[src/rtl/core/iira_pkg.sv]
// ----------------------------------------------------------------------------
// iira_pkg: shared types and constants for the indexed insert/remove array
// Sizes, op and status codes, and the command word sent to the cell row.
// ----------------------------------------------------------------------------
`default_nettype none

package iira_pkg;

  // Storage size and word width
  localparam int DEPTH       = 16;
  localparam int VALUE_WIDTH = 32;

  // Fixed port widths
  localparam int OP_W     = 3;
  localparam int INDEX_W  = 4;
  localparam int PORT_W   = 32;
  localparam int FILL_W   = 5;
  localparam int STATUS_W = 2;

  // Derived internal widths
  localparam int STORE_W = (VALUE_WIDTH < PORT_W) ? VALUE_WIDTH : PORT_W;
  localparam int IDX_W   = (DEPTH > 1) ? $clog2(DEPTH) : 1;
  localparam int CNT_W   = $clog2(DEPTH + 1);
  localparam int CMP_W   = (CNT_W > INDEX_W) ? CNT_W : INDEX_W;

  typedef logic [STORE_W-1:0] word_t;
  typedef logic [IDX_W-1:0]   pos_t;
  typedef logic [CNT_W-1:0]   cnt_t;

  // Operation codes
  typedef enum logic [OP_W-1:0] {
    OP_GET    = 3'd0,
    OP_SET    = 3'd1,
    OP_INSERT = 3'd2,
    OP_REMOVE = 3'd3,
    OP_PUSH   = 3'd4,
    OP_POP    = 3'd5
  } op_t;

  // Status codes
  typedef enum logic [STATUS_W-1:0] {
    ST_OK    = 2'd0,
    ST_RANGE = 2'd1,
    ST_FULL  = 2'd2,
    ST_EMPTY = 2'd3
  } status_t;

  // Per-cycle command broadcast along the cell row
  typedef struct packed {
    logic wr;   // overwrite the entry at pos
    logic ins;  // load at pos, cells above pos take their lower neighbor
    logic rem;  // cells at or above pos take their upper neighbor
    pos_t pos;
  } cell_cmd_t;

endpackage

`default_nettype wire

[src/rtl/core/iira_cell.sv]
// ----------------------------------------------------------------------------
// iira_cell: one storage entry of the array
// Holds one word; loads the input word, takes its lower or upper neighbor,
// or holds, according to the broadcast command and its own position.
// ----------------------------------------------------------------------------
`default_nettype none

module iira_cell (
  input  wire                  clk,
  input  iira_pkg::cell_cmd_t  cmd,
  input  iira_pkg::pos_t       cell_idx,
  input  iira_pkg::word_t      din,
  input  iira_pkg::word_t      left,
  input  iira_pkg::word_t      right,
  output iira_pkg::word_t      q
);

  // Entry register: no reset, contents are valid only below the fill count
  always_ff @(posedge clk) begin
    if (cmd.ins) begin
      if (cell_idx == cmd.pos) begin
        q <= din;
      end else if (cell_idx > cmd.pos) begin
        q <= left;
      end
    end else if (cmd.rem) begin
      if (cell_idx >= cmd.pos) begin
        q <= right;
      end
    end else if (cmd.wr && (cell_idx == cmd.pos)) begin
      q <= din;
    end
  end

endmodule

`default_nettype wire

[src/rtl/core/iira_ctrl.sv]
// ----------------------------------------------------------------------------
// iira_ctrl: operation decode, fill count and result register
// Checks each command word against the fill count, drives the cell row and
// registers the result word.
// ----------------------------------------------------------------------------
`default_nettype none

module iira_ctrl (
  input  wire                                clk,
  input  wire                                rst,
  input  wire                                accept,
  input  wire  [iira_pkg::OP_W-1:0]          op,
  input  wire  [iira_pkg::INDEX_W-1:0]       index,
  input  iira_pkg::word_t                    cells [iira_pkg::DEPTH],
  output iira_pkg::cell_cmd_t                cmd,
  output logic                               done,
  output logic [iira_pkg::PORT_W-1:0]        read_value,
  output logic [iira_pkg::FILL_W-1:0]        fill_count,
  output logic [iira_pkg::STATUS_W-1:0]      status
);

  iira_pkg::cnt_t               count;
  iira_pkg::cnt_t               count_next;
  logic [iira_pkg::CMP_W-1:0]   cnt_ext;
  logic [iira_pkg::CMP_W-1:0]   idx_ext;
  logic                         full;
  logic                         empty;
  logic                         in_range;
  logic                         ins_range;
  logic                         rd_en;
  iira_pkg::pos_t               rd_pos;
  iira_pkg::status_t            st;
  iira_pkg::cell_cmd_t          c;

  assign cnt_ext   = iira_pkg::CMP_W'(count);
  assign idx_ext   = iira_pkg::CMP_W'(index);
  assign full      = (count == iira_pkg::CNT_W'(iira_pkg::DEPTH));
  assign empty     = (count == '0);
  assign in_range  = (idx_ext < cnt_ext);
  assign ins_range = (idx_ext <= cnt_ext);

  // Decode: legality checks, cell command, read select, next count
  always_comb begin
    c          = '0;
    st         = iira_pkg::ST_OK;
    rd_en      = 1'b0;
    rd_pos     = iira_pkg::IDX_W'(index);
    count_next = count;
    c.pos      = iira_pkg::IDX_W'(index);
    unique case (op)
      iira_pkg::OP_GET: begin
        if (in_range) rd_en = 1'b1;
        else          st    = iira_pkg::ST_RANGE;
      end
      iira_pkg::OP_SET: begin
        if (in_range) c.wr = 1'b1;
        else          st   = iira_pkg::ST_RANGE;
      end
      iira_pkg::OP_INSERT: begin
        if (full) begin
          st = iira_pkg::ST_FULL;
        end else if (!ins_range) begin
          st = iira_pkg::ST_RANGE;
        end else begin
          c.ins      = 1'b1;
          count_next = count + 1'b1;
        end
      end
      iira_pkg::OP_REMOVE: begin
        if (in_range) begin
          c.rem      = 1'b1;
          rd_en      = 1'b1;
          count_next = count - 1'b1;
        end else begin
          st = iira_pkg::ST_RANGE;
        end
      end
      iira_pkg::OP_PUSH: begin
        if (full) begin
          st = iira_pkg::ST_FULL;
        end else begin
          c.ins      = 1'b1;
          c.pos      = iira_pkg::IDX_W'(count);
          count_next = count + 1'b1;
        end
      end
      iira_pkg::OP_POP: begin
        if (empty) begin
          st = iira_pkg::ST_EMPTY;
        end else begin
          c.rem      = 1'b1;
          c.pos      = iira_pkg::IDX_W'(count - 1'b1);
          rd_pos     = iira_pkg::IDX_W'(count - 1'b1);
          rd_en      = 1'b1;
          count_next = count - 1'b1;
        end
      end
      default: ;
    endcase
  end

  // Commands reach the cells only for an accepted word
  always_comb begin
    cmd     = c;
    cmd.wr  = c.wr  & accept;
    cmd.ins = c.ins & accept;
    cmd.rem = c.rem & accept;
  end

  // Fill count and result strobe
  always_ff @(posedge clk) begin
    if (rst) begin
      count <= '0;
      done  <= 1'b0;
    end else begin
      done <= accept;
      if (accept) count <= count_next;
    end
  end

  // Result word: read happens before the row shifts at the same edge
  always_ff @(posedge clk) begin
    if (accept) begin
      read_value <= rd_en ? iira_pkg::PORT_W'(cells[rd_pos]) : '0;
      fill_count <= iira_pkg::FILL_W'(count_next);
      status     <= st;
    end
  end

endmodule

`default_nettype wire

[src/rtl/core/indexed_insert_remove_array.sv]
// A command word accepted at an edge gives its result word, with done high,
// in the following cycle. One word is taken per cycle; busy is never raised
// since every cell shifts, loads or holds in parallel. The receiver cannot
// stall; done is high for a single cycle, results hold until the next word.
// Reset (synchronous) clears the fill count and done; entries stay undefined
// until written.
// ----------------------------------------------------------------------------
// indexed_insert_remove_array: ordered array with positional insert/remove
// A row of DEPTH cells, each holding one entry and fed by its neighbors, plus
// a controller holding the fill count and the result register.
// ----------------------------------------------------------------------------
`default_nettype none

module indexed_insert_remove_array (
  input  wire                                clk,
  input  wire                                rst,
  input  wire                                start,
  output logic                               busy,
  input  wire  [iira_pkg::OP_W-1:0]          op,
  input  wire  [iira_pkg::INDEX_W-1:0]       index,
  input  wire  [iira_pkg::PORT_W-1:0]        value,
  output logic                               done,
  output logic [iira_pkg::PORT_W-1:0]        read_value,
  output logic [iira_pkg::FILL_W-1:0]        fill_count,
  output logic [iira_pkg::STATUS_W-1:0]      status
);

  iira_pkg::word_t      cells [iira_pkg::DEPTH];
  iira_pkg::cell_cmd_t  cmd;
  iira_pkg::word_t      din;
  logic                 accept;

  // One word per cycle, never held off
  assign busy   = 1'b0;
  assign accept = start & ~busy;
  assign din    = iira_pkg::STORE_W'(value);

  iira_ctrl u_ctrl (
    .clk        (clk),
    .rst        (rst),
    .accept     (accept),
    .op         (op),
    .index      (index),
    .cells      (cells),
    .cmd        (cmd),
    .done       (done),
    .read_value (read_value),
    .fill_count (fill_count),
    .status     (status)
  );

  // Row of cells, each linked to its lower and upper neighbor
  for (genvar k = 0; k < iira_pkg::DEPTH; k++) begin : g_cell
    iira_pkg::word_t left_w;
    iira_pkg::word_t right_w;

    if (k == 0) begin : g_lo
      assign left_w = '0;
    end else begin : g_mid_lo
      assign left_w = cells[k-1];
    end

    if (k == iira_pkg::DEPTH - 1) begin : g_hi
      assign right_w = '0;
    end else begin : g_mid_hi
      assign right_w = cells[k+1];
    end

    iira_cell u_cell (
      .clk      (clk),
      .cmd      (cmd),
      .cell_idx (iira_pkg::IDX_W'(k)),
      .din      (din),
      .left     (left_w),
      .right    (right_w),
      .q        (cells[k])
    );
  end

endmodule

`default_nettype wire
[config.mk]
export PLATFORM = sky130hd
export DESIGN_NAME = indexed_insert_remove_array
export DESIGN_NICKNAME = d
export VERILOG_FILES = /design/src/rtl/core/iira_pkg.sv /design/src/rtl/core/iira_cell.sv /design/src/rtl/core/iira_ctrl.sv /design/src/rtl/core/indexed_insert_remove_array.sv
export SDC_FILE = /design/constraint.sdc
export NUM_CORES = 2
export LEC_CHECK = 0
export BUFFER_PORTS_ARGS = -buffer_cell sky130_fd_sc_hd__buf_4
export CORE_MARGIN = 5
export CORE_UTILIZATION = 65
export CTS_CLUSTER_DIAMETER = 150
export DETAILED_ROUTE_END_ITERATION = 16
export PLACE_DENSITY = 0.83
export RECOVER_POWER = 100
export REMOVE_ABC_BUFFERS = 1
export SLEW_MARGIN = 20
export SYNTH_ARGS = -nofsm -noshare
export SYNTH_HDL_FRONTEND = slang
export SYNTH_SLANG_ARGS = --single-unit
[constraint.sdc]
create_clock -name clk -period 8.27 [get_ports clk]
set_input_delay 0 -clock clk [delete_from_list [all_inputs] [get_ports clk]]
set_output_delay 0 -clock clk [all_outputs]
set_load 0.05 [all_outputs]
==> impl_results.md <==
- Seq/Total Area, Yosys: 50.43%
- Pins Over Slew Limit: 301
- Worst setup margin: 1449 ps
- Crit path required time: 8630 ps
- Routed WL: 116.4 mm
- Commonest non-fill, non-tap cell in the layout: nand2_1
- Period utilization: 82.47%
- ANT nets after route: 0
- Post-DP HPWL: 62.94 mm
- Pre-Repair DR Iteration Count: 9
- Via count: 33140
- Worst Setup Path Type: flip-flop to flip-flop
- Syn Area/Cell: 8.320 um^2
- Die extent in x: 235.5 um
- Clock transition at path regs: 60 ps
- Leak Pwr: 11.71 nW
- Worst Path Max Fanout: 83
- Ys Warns: 0
- Post-synthesis compound-gate area fraction: 6.433%
- Largest net degree at the start of global routing: 176
- Critical Path AT: 7180 ps
- Max Cap Viol: 6
- Initial antenna violation count: 5
- Wire per inst: 25.70 um
- Synth cell types: 72
- CTS buffer count: 59
- Mapped cell area: 33050 um^2
- Setup-failing EPs final: 0
- PD cells: 207.6 nW/um^2
- Max Fclk: 0.1466 GHz
- Multiplexer share of the synthesized area: 1.106%
- Setup WS pre-CTS: 2888 ps
- DRC violations left: 0
- Core ar.: 50270 um^2
- CTS Buffer Depth: 3
- Grt met2 use: 60.55%
- Chip height: 235.5 um
- Failing checks: max-capacitance violations, max-slew violations
- Vias in the first global route: 31208
- Setup crit start kind: flip-flop
- Fraction of registers with async set or reset after synthesis: 0%
- Status: complete, but fails checks
- Fillers: 3877
- IR drop worst, VDD: 171.3 uV
- Met3 Usage GRT: 11.68%
- Synth Area in Adders: 0.2650%
- Largest family of logic cells by synthesized area: simple AND/OR/NAND/NOR gates
- Worst Clk Skew: 23.16 ps
- Met1 Usage GRT: 51.76%
- TritonCTS clock tree: done
- Synth Register Bits: 557
- Rows: 82
- Starting Density: 65.73%
- Most frequent cells in the layout: 1457 x nand2_1, 647 x nand3_1, 551 x edfxtp_1
- First-pass GRT wire length: 177.7 mm
- Final hold vios: 0
- Area delta synth->final: 8.788%
- Grt peak-use layer: met2
- Vias per cell: 7.317
- Cells after Synth: 3972
- CTS Root Cell: clkbuf_16
- Most used DFF post-synth: edfxtp_1
- Hold Slack: 174.6 ps
- H-tree levels: 2
- RSZ-0062 raised after global routing: no
- Hold Crit Class: primary input to flip-flop
- Final GP Congestion: 0.9258
- Final core occ: 71.51%
- Crit end category: flip-flop
- Tot GR Track Use: 40.03%
- Die area: 55450 um^2
- Total grt overflow: 0
- Tightest Pin Transition: 3756 ps
- Post-Synth Simple-Gate Area: 36.34%
- NumNets Final: 3855
- Share of cells above drive strength 1: 6.333%
- Top Ports: 83
- EDFF count, synth: 551
- Synth Area in XOR/XNOR: 0.1325%
- Final Critical Period: 6821 ps
- Max-Slew Margin vs Limit: -150.4%
- PortBufs: 81
- First DRT Iteration DRCs: 5635
- Clk sink count: 557
- Worst skew pair latency: 650 ps
[stage by stage]
stage	total power, mW	area (um^2)	std cells	setup TNS, ps
2_1_floorplan	4.330	31330	3555	-1332700
3_3_place_gp	4.683	33880	4380	0
3_5_place_dp	4.712	33880	4380	0
4_1_cts	7.389	36150	4524	0
5_1_grt	7.623	35950	4527	0
6_report	7.462	35950	4529	0
[worst max-delay path: stages, from the launching register on]
cell and delay [ps]:
dfxtp_1 580, inv_1 240, ha_1 310, or4b_1 340
nand3_1 350, o21ai_0 370, clkbuf_1 2320, buf_4 1070
nand2_1 110, nand3_1 140, nand4_1 140, o22ai_1 500
[where the power goes]
part / total [mW] / switching [mW] / internal (mW)
logic: 1.31 / 0.978 / 0.328
clock network: 2.74 / 1.19 / 1.55
registers: 3.42 / 0.0971 / 3.32
total: 7.46 / 2.26 / 5.20
[logic make-up after synthesis]
| kind of cell | Yosys count |
|---|---|
| and+or+nand+nor | 2640 |
| DFF | 557 |
| buffers and inverters | 425 |
| AOI/OAI and AO/OA | 301 |
| muxes | 36 |
| adders and majority gates | 7 |
| xor gates and xnor gates | 5 |
| other | 1 |
[metal layers]
layer | up-vias | wire length (um)
met2 | 3242 | 50030
met5 | - | 26
met3 | 702 | 19110
li1 | 13978 | -
met4 | 4 | 8733
met1 | 15214 | 38500
[layout make-up]
class | count | area [um^2] | share of cell area, %
sequential | 557 | 16670 | 46.36
multi-input combinational | 2990 | 15080 | 41.96
clock buffer | 69 | 1514 | 4.211
timing repair buffer | 190 | 1409 | 3.919
tap | 672 | 840.8 | 2.339
clock inverter | 39 | 397.9 | 1.107
inverter | 8 | 30.03 | 0.08353
antenna | 4 | 10.01 | 0.02784
[worst paths after layout]
path,startpoint,to,slack [ps],depth (start not counted)
setup / recovery,u_ctrl.cnt_ext[0]$_SDFFE_PP0P_,u_ctrl.read_value[6]$_SDFFCE_PN0P_,1450,11
hold / removal,rst,u_ctrl.cnt_ext[2]$_SDFFE_PP0P_,170,3
setup reg to reg,u_ctrl.cnt_ext[0]$_SDFFE_PP0P_,u_ctrl.read_value[6]$_SDFFCE_PN0P_,1450,11
hold reg to reg,g_cell[15].u_cell.q[30]$_DFFE_PP_,g_cell[14].u_cell.q[30]$_DFFE_PP_,570,2
[what timing repair did]
action / CTS / global route
resized for setup: 0 / 0
buffers inserted: 0 / 0
hold buffers: 36 / 0
hold endpoints to repair: 520 / 0
setup endpoints to repair: 0 / 0
[Yosys cell counts, drive strengths merged, types with 3 or more instances]
library cell,count,area (um^2)
o32ai,3,26.28
clkbuf,301,1130
nand2,1457,5469
nand2b,4,25.02
edfxtp,551,16550
mux2i,35,350.3
nand3,648,3243
inv,8,30.03
and3,5,31.28
nor2,39,146.4
o31ai,6,45.04
nor2b,5,31.28
nor3,12,76.33
nor3b,4,35.03
nor4b,3,32.53
a21o,32,240.2
o21ai,14,70.06
a21oi,73,369.1
buf,116,585.6
xnor2,3,26.28
a31oi,8,50.05
a22o,32,280.3
dfxtp,6,120.1
o211ai,35,262.8
o22ai,35,219.0
a32oi,32,280.3
ha,7,87.58
a211oi,3,22.52
o21a,3,22.52
nand4,449,2809
[flip-flops by register name, summed over array words and instances, names as in the netlist]
| signal | count |
|---|---|
| u_ctrl.status | 2 |
| u_ctrl.read_value | 32 |
| u_ctrl.cnt_ext | 5 |
| u_ctrl.fill_count | 5 |
| g_cell.u_cell.q | 512 |
| u_ctrl.done | 1 |
Note: power is estimated with default switching activity, not from simulation.
